**src/sv/sca_pkg.sv**
```systemverilog
package sca_pkg;

  localparam int NUM_CLASSES = 41;
  localparam int MAX_SLABS   = 256;
  localparam int SLAB_BYTES  = 1048576;
  localparam int MAX_CHUNKS  = 16384;

  localparam int SLAB_AW  = 8;   // slab index bits
  localparam int WORD_AW  = 8;   // used-bit word index bits: log2(MAX_CHUNKS / 64)
  localparam int CHUNK_AW = SLAB_AW + WORD_AW;
  localparam int SZ_W     = 21;  // holds SLAB_BYTES
  localparam int CLS_W    = 6;
  localparam int CNT_W    = 9;   // slab count, 0..MAX_SLABS
  localparam int N_W      = 15;  // chunks per slab, 0..MAX_CHUNKS
  localparam int IDX_W    = 14;
  localparam int ADDR_W   = 28;
  localparam int REQ_W    = 20;

  typedef enum logic [1:0] {
    ST_OK        = 2'd0,
    ST_BAD_SIZE  = 2'd1,
    ST_NO_MEM    = 2'd2,
    ST_NOT_FOUND = 2'd3
  } status_e;

  typedef enum logic [4:0] {
    S_CLR, S_IDLE,
    S_A_CLS, S_A_NDIV, S_A_SRD, S_A_SCHK, S_A_WRD, S_A_WCHK,
    S_A_RRD, S_A_RCHK, S_A_FIN,
    S_F_RD, S_F_CHK, S_F_DST, S_F_DIV1, S_F_DIV2, S_F_WRD, S_F_WCHK,
    S_DONE
  } state_e;

  typedef struct packed {
    logic             free_avail;
    logic [CLS_W-1:0] cls;
  } slab_ent_t;

  typedef struct packed {
    logic busy;
    logic done;
  } div_stat_t;

  function automatic logic [NUM_CLASSES-1:0][SZ_W-1:0] gen_sizes();
    logic [NUM_CLASSES-1:0][SZ_W-1:0] t;
    int p;
    p = 80;
    for (int k = 0; k < NUM_CLASSES; k++) begin
      t[k] = SZ_W'(p);
      p = p + p / 4;
      if ((p & 7) > 4) p = p + 8 - (p & 7);
      else p = p - (p & 7);
    end
    return t;
  endfunction

  localparam logic [NUM_CLASSES-1:0][SZ_W-1:0] CLASS_SIZE = gen_sizes();

endpackage

```
**src/sv/sca_ram.sv**
```systemverilog
module sca_ram import sca_pkg::*; #(
  parameter int WIDTH = 8,
  parameter int DEPTH = 256
) (
  input  logic                     clk_i,
  input  logic                     we_i,
  input  logic [$clog2(DEPTH)-1:0] waddr_i,
  input  logic [WIDTH-1:0]         wdata_i,
  input  logic [$clog2(DEPTH)-1:0] raddr_i,
  output logic [WIDTH-1:0]         rdata_o
);

  logic [WIDTH-1:0] mem_q [DEPTH];
  logic [WIDTH-1:0] rdata_q;

  always_ff @(posedge clk_i) begin
    if (we_i) mem_q[waddr_i] <= wdata_i;
    rdata_q <= mem_q[raddr_i];
  end

  assign rdata_o = rdata_q;

endmodule

```
**config.mk**
```make
export PLATFORM = sky130hd
export DESIGN_NAME = sca_ram
export DESIGN_NICKNAME = d
export VERILOG_FILES = /design/src/sv/sca_pkg.sv /design/src/sv/sca_ram.sv
export SDC_FILE = /design/constraint.sdc
export NUM_CORES = 2
export LEC_CHECK = 0
export BUFFER_PORTS_ARGS = -buffer_cell sky130_fd_sc_hd__buf_4
export CAP_MARGIN = 20
export CELL_PAD_IN_SITES_DETAIL_PLACEMENT = 0
export CELL_PAD_IN_SITES_GLOBAL_PLACEMENT = 1
export CORE_MARGIN = 10
export CORE_UTILIZATION = 51
export CTS_CLUSTER_SIZE = 12
export DETAILED_ROUTE_END_ITERATION = 10
export GPL_TIMING_DRIVEN = 0
export PLACE_DENSITY_LB_ADDON = 0.1
export SLEW_MARGIN = 40
export SYNTH_ARGS = -nofsm -noshare
export SYNTH_HDL_FRONTEND = slang
export SYNTH_SLANG_ARGS = --single-unit
```
**constraint.sdc**
```tcl
create_clock -name clk_i -period 2.4 [get_ports clk_i]
set_clock_uncertainty 0.2 [all_clocks]
set_input_delay 0.12 -clock clk_i [delete_from_list [all_inputs] [get_ports clk_i]]
set_output_delay 0.12 -clock clk_i [all_outputs]
set_load 0.03 [all_outputs]
```
-- After elaboration in Yosys (flattened, before gate mapping)
Memory sizes are Yosys's and may differ from the RTL's. A register that Yosys moved wholly into a read port is not among the register bits.
Index checks and enable logic that the tools add are counted.
- output and inout port bits: 8
- ROM bits: 0
- register bits after elaboration: 0
- bits in writable memories: 2048
- word-level logic and storage cells: 3
- input bits: 26
- memories kept: 1
- bits in latches: 0
- mux-type cells: 2
- shift-type cells: 0
- equal/unequal tests: 0
- divide/modulo/power cells: 0
- bitwise operators: 0
- $mul: 0
- $lt $le $gt $ge: 0
- add/subtract/negate cells: 0
- reductions and logical operators: 0
- memories (memory ; depth ; bits a word ; rd ports ; clocked after Yosys merged registers in ; write ports ; line ; text):
    mem_q ; 256 ; 8 ; 1 ; 1 ; 1 ; sca_ram.sv:13 ; logic [WIDTH-1:0] mem_q [DEPTH];
- operator list (operator ; count):
    $mux W1 ; 2

-- Longest topological paths before layout
- depth in word-level cells: 2
- mapped depth: 11
- gate-level depth less buffers: 6

-- Least setup slack after synthesis
No wires, ideal clock.
- kind: input -> register
- start point: in raddr_i[0]
- end point: reg rdata_q[2], in the netlist rdata_o[2], read port of mem_q
- path slack: 0.142 ns
- required time: 2.069 ns
- arrival time: 1.927 ns
- stages on the path: 9
- setup time: 0.131 ns
- cells stage by stage: buf_6 > buf_12 > buf_8 > buf_2 > mux4_2 > a22oi_1 > a21oi_1 > nor4_1 > nor4_2
- RTL lines (element ; line ; text):
    start, declared ; sca_ram.sv:9 ; input logic [$clog2(DEPTH)-1:0] raddr_i,
    end, declared ; sca_ram.sv:14 ; logic [WIDTH-1:0] rdata_q;

==> results_dict.tcl <==
set metrics [dict create \
    cts_buffer_depth 3 \
    ys_top_cells_by_count "edfxtp_1, mux4_2, nor2_1" \
    clk_pin_slew_worst_paths_ns 0.06 \
    vias 41576 \
    seqCellArea_um2 61700 \
    nNetsFinal 4072 \
    dp_hpwl_um 167000 \
    synthArstFlopShare 0 \
    viasPerCell 6.66 \
    drive_gt1_frac 0.314 \
    setup-violations-final 149 \
    outcome "complete, but fails checks" \
    n_fill_cell 11147 \
    syn_avg_cell_area_um2 21.3 \
    crit_arrival_ns 3.12 \
    post_drt_wl_per_cell_um 39.5 \
    clk_latency_ns 0.85 \
    track_usage 0.284 \
    start_util 0.515 \
    multi_input_area_um2 18100 \
    failed_checks "negative setup slack" \
    synth.largest_area_cell "edfxtp_1" \
    place_area_um2 84000 \
    syn2layout_area_growth_pct 15.3 \
    worst-setup-path-type "primary input to flip-flop" \
    grt_max_degree 101 \
    crit_chain "buf_4, buf_6, nor2b_1, buf_1, clkbuf_2, a22oi_1, a21oi_1, nor4_4, nor4_2" \
    synth_seq_cells 2056 \
    cp.required_ns 2.89 \
    antenna_left 0 \
    fin_ws_ns -0.232 \
    clock-root-buffer "clkbuf_16" \
    top_usage_layer "met2" \
    yosysMostFrequentCell "edfxtp_1" \
    leakagePower_nw 28.2 \
    antenna_found_initial 9 \
    rsz0062_at_grt "true" \
    synth.area.top_cells "edfxtp_1, mux4_2, mux2i_1" \
    die_w_um 415 \
    start_kind "primary input" \
    pin_count 34 \
    pwr_density_cell_nw_per_um2 811 \
    cp_slowest_cell "clkbuf_2" \
    use_met2 0.432 \
    grt-ovfl-total 0 \
    end_kind "flip-flop" \
    synth_top_area_share 0.773 \
    slew_viol_final 0 \
    routed_wl_um 246000 \
    synth.cell_area_um2 79600 \
    use_met1 0.401 \
    grt_first_pass_wirelength_um 338000 \
    fmax_mhz 380 \
    die_y_um 415 \
    htreeDepth 4 \
    fp-row-count 144 \
    relSlewSlack 0.273 \
    yosysSeqAreaShare 0.775 \
    gp_congestion 0.884 \
    synthFlopType "edfxtp_1" \
    cts_buffers 208 \
    place_ws_ns -1.94 \
    final_area_um2 91700 \
    synth-edff-count 2048 \
    netlist_instances 3733 \
    drt_pass1_iterations 6 \
    post-route-period-util 1.10 \
    ir_worst_vdd_mv 0.694 \
    period_needed_ns 2.63 \
    coreArea_um2 155000 \
    hold_violations 0 \
    path_max_fanout 11 \
    worstMarginPinSlew_ns 1.09 \
    drtIter0Drc 5972 \
    cts.sink_count 2056 \
    cts_tree "yes" \
    grt.met3_usage 0.0576 \
    synth.distinct_cells 55 \
    die_area_um2 172000 \
    yosys_warnings 0 \
    grt_pass1_vias 40650 \
    slowest_delay_ns 0.56 \
    min_path_type "primary input to flip-flop" \
    drc 0 \
    max-cap-violations 0 \
    synthesis.nets 3759 \
    portBuffers 26 \
]
==> critical path, delay by kind of cell <==
kind            cells  cell delay (ns)
buf+inv             4             1.39
compound gates      2             0.72
simple gates        3             0.84
==> power breakdown <==
part	switching [W]	leakage, nW	internal (W)	total, W
clock	0.0135	2.98	0.0165	0.0300
sequential	0.0000235	18.5	0.0396	0.0396
combinational	0.00321	6.71	0.00156	0.00477
==> final timing paths <==
kind                                              start                endpoint  slack (ns)  cells after the start
worst max-delay path                         raddr_i[2]      rdata_o[3]$_DFF_P_       -0.23                      9
worst min-delay path                         waddr_i[1]  mem_q[11][1]$_DFFE_PP_        0.05                      4
worst max register to register   mem_q[66][5]$_DFFE_PP_      rdata_o[5]$_DFF_P_       -0.23                      6
worst min register to register  mem_q[106][4]$_DFFE_PP_      rdata_o[4]$_DFF_P_        1.02                      6
==> cell type report <==
| type | instances | share of cell area |
|---|---|---|
| diodes | 6 | 0.000164 |
| clock buffers | 272 | 0.0604 |
| flip-flops and latches | 2056 | 0.672 |
| multi-input cells | 1442 | 0.198 |
| clock inverters | 85 | 0.00614 |
| repair buffers | 105 | 0.0173 |
| well taps | 2044 | 0.0279 |
| plain buffers | 231 | 0.0184 |
| inverters | 2 | 0.0000955 |
==> through the flow <==
step / cells / hold WS (ns) / setup TNS [ns] / power [W] / utilization
after global routing: 6240 / 0.0174 / -6.59 / 0.0761 / 0.593
after detailed placement: 5849 / 0.307 / -1385.47 / 0.0448 / 0.543
after floorplan: 3733 / 0.0189 / 0 / 0.0423 / -
after global placement: 5803 / 0.354 / -3403.14 / 0.0446 / 0.532
after CTS: 6234 / 0.00521 / -1.70 / 0.0744 / 0.590
final: 6243 / 0.0471 / -10.65 / 0.0744 / 0.594
==> logic make-up (layout without fill, tap and decap cells) <==
group | Yosys count | after routing | share of synthesized area
DFF | 2056 | 2056 | 0.775
muxes | 591 | 591 | 0.146
and+or+nand+nor | 466 | 466 | 0.0263
AOI/OAI and AO/OA | 385 | 385 | 0.0342
buffers and inverters | 235 | 695 | 0.0183
other | 0 | 6 | 0
==> flip-flops by register name, indices dropped and copies added, names as in the netlist <==
signal	cells
rdata_o	8
mem_q	2048
==> layout by cell type, fill, tap and decap left out, types with 28 or more instances in the layout <==
master	synthesis	final
edfxtp_1	2048	2048
mux4_2	454	454
clkbuf_16	0	212
nor2_2	0	194
a22oi_1	133	133
mux2i_1	134	133
clkbuf_1	111	94
a21oi_1	96	82
buf_4	27	80
nor2_1	282	51
clkbuf_2	0	48
clkinv_1	1	48
o221ai_1	46	41
nor2_4	0	37
nand2_1	33	33
buf_16	0	32
nand3_1	34	29
o22ai_1	28	28
==> layer usage <==
layer | wire length (um) | vias up | part of all wire
met5 | 0 | - | 0
met4 | 11400 | 0 | 0.046
met3 | 24600 | 464 | 0.10
met2 | 114000 | 2441 | 0.46
met1 | 96000 | 22314 | 0.39
li1 | - | 16357 | -
==> timing repair <==
item | 4_1_cts | 5_1_grt
endpoints found under the setup margin | 466 | 474
hold buffers | 24 | 0
resized for setup | 191 | 105
endpoints found under the hold margin | 1830 | 0
pin swaps | 29 | 9
buffers inserted | 7 | 3
Note: power is estimated with default switching activity, not from simulation.
