`config.mk`:
```
export PLATFORM = sky130hd
export DESIGN_NAME = sca_div
export DESIGN_NICKNAME = d
export VERILOG_FILES = /design/src/sv/sca_pkg.sv /design/src/sv/sca_div.sv
export SDC_FILE = /design/constraint.sdc
export NUM_CORES = 1
export LEC_CHECK = 0
export ABC_AREA = 1
export BUFFER_PORTS_ARGS = -buffer_cell sky130_fd_sc_hd__buf_2
export CORE_ASPECT_RATIO = 1.4
export CORE_UTILIZATION = 50
export CTS_BUF_LIST = sky130_fd_sc_hd__clkbuf_4
export CTS_CLUSTER_SIZE = 24
export DETAILED_ROUTE_END_ITERATION = 8
export PLACE_DENSITY_LB_ADDON = 0.3
export SYNTH_ARGS = -nofsm -noshare
export SYNTH_HDL_FRONTEND = slang
export SYNTH_SLANG_ARGS = --single-unit
```
`constraint.sdc`:
```
create_clock -name clk_i -period 6.1 [get_ports clk_i]
set_clock_uncertainty 0.2 [all_clocks]
set_input_delay 0.305 -clock clk_i [delete_from_list [all_inputs] [get_ports clk_i]]
set_output_delay 0.305 -clock clk_i [all_outputs]
set_load 0.005 [all_outputs]
```
`src/sv/sca_pkg.sv`:
```
package sca_pkg;

  localparam int NUM_CLASSES = 41;
  localparam int MAX_SLABS   = 256;
  localparam int SLAB_BYTES  = 1048576;
  localparam int MAX_CHUNKS  = 16384;

  localparam int SLAB_AW  = 8;   // slab index bits
  localparam int WORD_AW  = 8;   // used-bit word index bits: log2(MAX_CHUNKS / 64)
  localparam int CHUNK_AW = SLAB_AW + WORD_AW;
  localparam int SZ_W     = 21;  // holds SLAB_BYTES
  localparam int CLS_W    = 6;
  localparam int CNT_W    = 9;   // slab count, 0..MAX_SLABS
  localparam int N_W      = 15;  // chunks per slab, 0..MAX_CHUNKS
  localparam int IDX_W    = 14;
  localparam int ADDR_W   = 28;
  localparam int REQ_W    = 20;

  typedef enum logic [1:0] {
    ST_OK        = 2'd0,
    ST_BAD_SIZE  = 2'd1,
    ST_NO_MEM    = 2'd2,
    ST_NOT_FOUND = 2'd3
  } status_e;

  typedef enum logic [4:0] {
    S_CLR, S_IDLE,
    S_A_CLS, S_A_NDIV, S_A_SRD, S_A_SCHK, S_A_WRD, S_A_WCHK,
    S_A_RRD, S_A_RCHK, S_A_FIN,
    S_F_RD, S_F_CHK, S_F_DST, S_F_DIV1, S_F_DIV2, S_F_WRD, S_F_WCHK,
    S_DONE
  } state_e;

  typedef struct packed {
    logic             free_avail;
    logic [CLS_W-1:0] cls;
  } slab_ent_t;

  typedef struct packed {
    logic busy;
    logic done;
  } div_stat_t;

  function automatic logic [NUM_CLASSES-1:0][SZ_W-1:0] gen_sizes();
    logic [NUM_CLASSES-1:0][SZ_W-1:0] t;
    int p;
    p = 80;
    for (int k = 0; k < NUM_CLASSES; k++) begin
      t[k] = SZ_W'(p);
      p = p + p / 4;
      if ((p & 7) > 4) p = p + 8 - (p & 7);
      else p = p - (p & 7);
    end
    return t;
  endfunction

  localparam logic [NUM_CLASSES-1:0][SZ_W-1:0] CLASS_SIZE = gen_sizes();

endpackage

```
`src/sv/sca_div.sv`:
```
module sca_div import sca_pkg::*; (
  input  logic            clk_i,
  input  logic            rst_ni,
  input  logic            start_i,
  input  logic [SZ_W-1:0] dividend_i,
  input  logic [SZ_W-1:0] divisor_i,
  output div_stat_t       stat_o,
  output logic [SZ_W-1:0] quot_o,
  output logic [SZ_W-1:0] rem_o
);

  localparam int CW = $clog2(SZ_W);
  localparam logic [CW-1:0] LAST = CW'(SZ_W - 1);

  logic [SZ_W-1:0] rem_q, rem_d, quo_q, quo_d, dvs_q;
  logic [CW-1:0]   cnt_q, cnt_d;
  logic            busy_q, busy_d, done_q, done_d;
  logic [SZ_W:0]   t, diff;
  logic            ge;

  // restoring division, one quotient bit per cycle
  always_comb begin
    t      = {rem_q, quo_q[SZ_W-1]};
    diff   = t - {1'b0, dvs_q};
    ge     = t >= {1'b0, dvs_q};
    rem_d  = rem_q;
    quo_d  = quo_q;
    cnt_d  = cnt_q;
    busy_d = busy_q;
    done_d = 1'b0;
    if (start_i) begin
      rem_d  = '0;
      quo_d  = dividend_i;
      cnt_d  = '0;
      busy_d = 1'b1;
    end else if (busy_q) begin
      rem_d = ge ? diff[SZ_W-1:0] : t[SZ_W-1:0];
      quo_d = {quo_q[SZ_W-2:0], ge};
      cnt_d = cnt_q + 1'b1;
      if (cnt_q == LAST) begin
        busy_d = 1'b0;
        done_d = 1'b1;
      end
    end
  end

  always_ff @(posedge clk_i or negedge rst_ni) begin
    if (!rst_ni) begin
      busy_q <= 1'b0;
      done_q <= 1'b0;
      cnt_q  <= '0;
    end else begin
      busy_q <= busy_d;
      done_q <= done_d;
      cnt_q  <= cnt_d;
    end
  end

  always_ff @(posedge clk_i) begin
    rem_q <= rem_d;
    quo_q <= quo_d;
    if (start_i) dvs_q <= divisor_i;
  end

  assign stat_o = '{busy: busy_q, done: done_q};
  assign quot_o = quo_q;
  assign rem_o  = rem_q;

  property p_no_restart;
    @(posedge clk_i) disable iff (!rst_ni) busy_q |-> !start_i;
  endproperty
  a_no_restart: assert property (p_no_restart) else $error("divider restarted while busy");

endmodule

```
Word level (Yosys, flattened, before mapping)
Index checks and enable logic that the tools add are counted.
{ "classes": {"addsub": 2, "magnitude_cmp": 1, "n_eq_ne": 1, "mux": 11, "n_reduce_logical": 1} }
{ "ops": {"columns": ["operator", "n"], "rows": [
  ["21-bit 2-to-1 mux", 3],
  ["22-bit by 21-bit greater-or-equal comparator with 1-bit output", 1],
  ["21-bit subtractor", 1],
  ["5-bit 2-to-1 mux", 2],
  ["1-bit 2-to-1 mux", 6],
  ["5-bit by 1-bit adder with 5-bit output, second input constant", 1],
  ["5-bit == test, second input constant", 1],
  ["2-bit nonzero test", 1]
]} }
{ "word_totals": {"regBits": 70, "input_bits": 45, "elab_cells": 22} }

Depth between registers and ports, before layout
{ "logic_depth": {"ltp_word": 4, "mapped_depth": 15, "depth_no_buf": 14} }

Worst setup path after synthesis
OpenSTA, ideal clock, no wires.
{ "synth_timing": {"path_kind": "reg2reg", "start": "register quo_q[20] (netlist: quot_o[20])", "end": "register rem_q[19] (netlist: rem_o[19])", "setup_time_ns": 0.112, "arrival_ns": 1.896, "required_ns": 5.788, "slack_ns": 3.892, "path_stages_with_launch": 16, "n_path_buf": 1, "path_cell_list": "edfxtp_1 > inv_1 > ha_1 > inv_1 > fa_1 > nand2_1 > nand3_2 > nand2_2 > nand2_2 > nand2_4 > buf_6 > nand3_1 > nand2_1 > clkinv_1 > nand2_1 > nand2_1"} }
{ "synth_via": {"elab_chain_cells": 2, "word_cells_on_any_way": 3} }
{ "synth_lines": {"columns": ["item", "line", "rtl"], "rows": [
  ["from (decl)", "sca_div.sv:15", "logic [SZ_W-1:0] rem_q, rem_d, quo_q, quo_d, dvs_q;"],
  ["from (signal assigned)", "sca_div.sv:61", "quo_q <= quo_d;"],
  ["21-bit subtractor or 22-bit by 21-bit greater-or-equal comparator with 1-bit output (tied branches)", "sca_div.sv:24, sca_div.sv:25", null],
  ["21-bit 2-to-1 mux *", "sca_div.sv:37", "rem_d = ge ? diff[SZ_W-1:0] : t[SZ_W-1:0];"],
  ["to (signal assigned)", "sca_div.sv:60", "rem_q <= rem_d;"],
  ["to (decl)", "sca_div.sv:15", null]
]} }
Mark *: on every way between the ends. The rest lies on a longest branch, timed or not.
A chain may end at the register's enable or synchronous reset.

Final worst setup path
{ "layout_timing": {"start": "register dvs_q[15]", "end": "register rem_q[7] (netlist: rem_o[7])"} }
{ "layout_via": {"elab_chain_cells": 2} }
{ "layout_lines": {"columns": ["item", "line", "rtl"], "rows": [
  ["from (decl)", "sca_div.sv:15", null],
  ["from (signal assigned)", "sca_div.sv:62", "if (start_i) dvs_q <= divisor_i;"],
  ["22-bit by 21-bit greater-or-equal comparator with 1-bit output", "sca_div.sv:25", "ge = t >= {1'b0, dvs_q};"],
  ["21-bit 2-to-1 mux", "sca_div.sv:37", null]
]} }
Every way passes these cells.

==> summary.txt <==
Timing
  • Least-Margin Pin Slew: 1100 ps
  • Final Hold Vio Count: 0
  • RSZ-0062 raised after global routing: no
  • Max Fclk: 365 MHz
  • Worst slew margin: 26.5%
  • Final period util: 44.9%
  • Setup tns final: 0 ps
  • # setup viols final: 0
  • Minimum clock period: 2740 ps
  • Final slew viol count: 0

Min path
  • Hold Path Class: in -> reg
  • Worst hold stages: 3
  • Worst Hold Path EP: quot_o[0]
  • Worst Hold Launch: dividend_i[0]

Setup path
  • CP Class: reg -> reg
  • CP required: 6260 ps
  • R2r setup slk: 3360 ps
  • Max incr delay on CP: 570 ps
  • Delay-heaviest family, CP: simple AND/OR/NAND/NOR gates
  • Register-to-Register Path Depth: 11
  • CP endpoint kind: flop
  • Critical path fanouts, max: 24
  • R2R Path End: rem_o[7]
  • Cells along the critical path: inv_1 > ha_1 > a21oi_1 > inv_1 > nand2_1 > a21oi_1 > nor2_4 > nand2_4 > nand2_1 > nand3_1 > o21ai_1
  • Crit-path slowest cell: nor2_4
  • Crit start category: flop
  • Worst EP arrival: 2900 ps
  • R2R Path Start: dvs_q[15]
  • Critical path buffers and inverters: 2

Cells and area
  • Reg area: 1860 um2
  • # nets final: 799
  • Layout cell share with drive strength beyond 1: 18.5%
  • Final instance area: 5560 um2
  • # diodes: 0
  • Area Overhead vs Synth: 24.6%
  • Multi-input logic area: 2120 um2
  • Fillers: 749

Global routing
  • Antenna violations before repair: 0
  • Largest net degree at the start of global routing: 30
  • First-pass GRT wire length: 19000 um
  • Grt ovf: 0
  • Number of global-route vias before repair: 4241
  • Total Routing Usage GR: 26.8%

Route
  • Vias per cell: 5.06
  • Remaining DRCs: 0
  • DRT Pass-1 Iters: 7
  • Vias: 4251
  • Drt wl/cell: 13.3 um
  • Starting DRT DRC Count: 233
  • Post-DRT Antenna Nets: 0
  • DRT Wirelength: 11200 um

Clocking
  • CTS tree: yes
  • Cts repair resizes: 0
  • Worst skew pair latency: 440 ps
  • CTS buffer count: 9
  • Reg clk slew, reported paths: 120 ps
  • Clock Tree Buf Depth: 2
  • CTS root buf: clkbuf_4
  • Post-CTS Repair Setup Buffers: 0
  • CTS Sinks: 70
  • H-tree Lvls: 3

Logic synthesis
  • Synthesized instance count: 602
  • Ys Warns: 0
  • Post-synthesis net count: 671
  • Seq cells post-synth: 70
  • Post-Syn Area: 4460 um2
  • Biggest area consumer among synthesized cells: edfxtp_1
  • Primary FF master, synth: edfxtp_1
  • Synth Area per Inst: 7.41 um2
  • Netlist cell types: 34
  • Number of synthesized flops with an enable pin: 42
  • Ranking of synthesized cells by area: edfxtp_1, nand2_1, dfxtp_1
  • FFs w/ async S/R, synth: 10.0%
  • Top-area cell type share of the netlist area: 28.3%
  • Sequential-to-total area share from yosys stat: 41.6%

Place
  • Placed Area: 4950 um2
  • I/O Buffers: 88
  • RD Place Congestion: 0.941
  • Dpl hpwl: 7620 um

Flow run
  • Number of max-cap violations: 0

Floorplan
  • Core ar.: 8610 um2
  • Chip Height: 114 um
  • Total die area: 9310 um2
  • Starting density of the core: 51.8%
  • # IOs: 89
  • Cell Rows: 40
  • Die X: 81.8 um

Power
  • PD cells: 348 nW/um2
  • Static Leak: 2.97 nW
  • Peak supply drop: 0.204 mV

Status
  • Status: complete, no violations
-- worst max path at each step --
stage                     cells after the start          to        from
final                                        11    rem_o[7]   dvs_q[15]
after global routing                         11    rem_o[0]   dvs_q[15]
after CTS                                    11    rem_o[0]   dvs_q[15]
after detailed placement                      5   quot_o[4]     start_i
after global placement                        5  quot_o[11]     start_i
after floorplan                              15   rem_o[19]  quot_o[20]
-- synthesized netlist by cell type, types with 3 or more instances --
| cell | number |
|---|---|
| a21oi_1 | 17 |
| buf_2 | 3 |
| buf_4 | 3 |
| buf_6 | 4 |
| clkbuf_1 | 6 |
| clkinv_1 | 3 |
| dfrtp_1 | 7 |
| dfxtp_1 | 21 |
| edfxtp_1 | 42 |
| ha_1 | 23 |
| inv_1 | 96 |
| nand2_1 | 218 |
| nand2_2 | 10 |
| nand3_1 | 53 |
| nand3_2 | 8 |
| nand3b_1 | 11 |
| nand4_1 | 4 |
| nor2_1 | 29 |
| nor2_2 | 4 |
| nor3_1 | 6 |
| o21ai_0 | 4 |
| o21ai_1 | 8 |
| xnor2_1 | 6 |
| xor2_1 | 3 |
-- metal layers --
layer	wire length (um)	GRT usage [%]	vias up
met5	0	0	-
met3	546	4.80	27
li1	-	-	2144
met4	376	15.2	0
met2	5980	48.2	137
met1	4300	28.4	1943
-- cell type report --
cell class | instances | area share [%]
Inverter | 101 | 6.82
Tap cell | 105 | 2.36
Timing Repair Buffer | 133 | 15.9
Clock inverter | 6 | 1.98
Clock buffer | 10 | 1.35
Sequential cell | 70 | 33.4
Multi-Input combinational cell | 415 | 38.2
-- report_power, final --
group / leakage (nW) / internal [W] / switching (W)
registers: 0.700 / 0.000583 / 0.0000600
logic: 2.17 / 0.000354 / 0.000555
clock network: 0.0942 / 0.000211 / 0.000172
-- cell families (layout without fill, tap and decap cells) --
kind of cell	Yosys count	after routing	share of synthesized area [%]
xor gates and xnor gates	9	9	1.77
AOI/OAI and AO/OA	33	33	3.93
DFF	70	70	41.6
and+or+nand+nor	349	349	34.9
adders and majority gates	24	24	6.90
buffers and inverters	117	250	10.9
-- cells in the final DEF (no fill, tap or decap), types with 3 or more instances in the layout --
master         count
nand2_1          218
inv_1             96
buf_2             88
nand3_1           53
dlygate4sd3_1     43
edfxtp_1          42
nor2_1            28
ha_1              23
dfxtp_1           21
a21oi_1           17
nand3b_1          11
nand2_2           10
clkbuf_4          10
nand3_2            8
o21ai_1            8
dfrtp_1            7
nor3_1             6
xnor2_1            6
nor2_2             5
clkinv_1           4
nand4_1            4
o21ai_0            4
xor2_1             3
bufinv_16          3
-- stage by stage --
| step | hold WS (ps) | setup slack (ps) | cells | power, W | utilization [%] |
|---|---|---|---|---|---|
| final | 25.3 | 3360 | 840 | 0.00194 | 64.6 |
| after global routing | 49.0 | 3140 | 840 | 0.00210 | 64.6 |
| after floorplan | -191 | 3890 | 602 | 0.00132 | - |
| after CTS | 6.68 | 3350 | 840 | 0.00194 | 64.6 |
| after detailed placement | -54.3 | 3290 | 781 | 0.00153 | 57.5 |
| after global placement | -55.7 | 3340 | 781 | 0.00152 | 57.5 |
-- sequential cells by signal, indices dropped and copies added (netlist names) --
name	flops
quot_o	21
done_q	1
cnt_q	5
busy_q	1
dvs_q	21
rem_o	21
-- worst reg2reg max path, stage by stage (launching register included) --
cell,delay [ps]
edfxtp_1,340
inv_1,40
ha_1,340
a21oi_1,260
inv_1,70
nand2_1,80
a21oi_1,100
nor2_4,570
nand2_4,330
nand2_1,140
nand3_1,70
o21ai_1,130
-- what timing repair did --
action / in CTS / in global routing
setup endpoints to repair: 0 / 0
endpoints found under the hold margin: 48 / 0
hold buffers: 43 / 0
(Power assumes the default switching activity.)
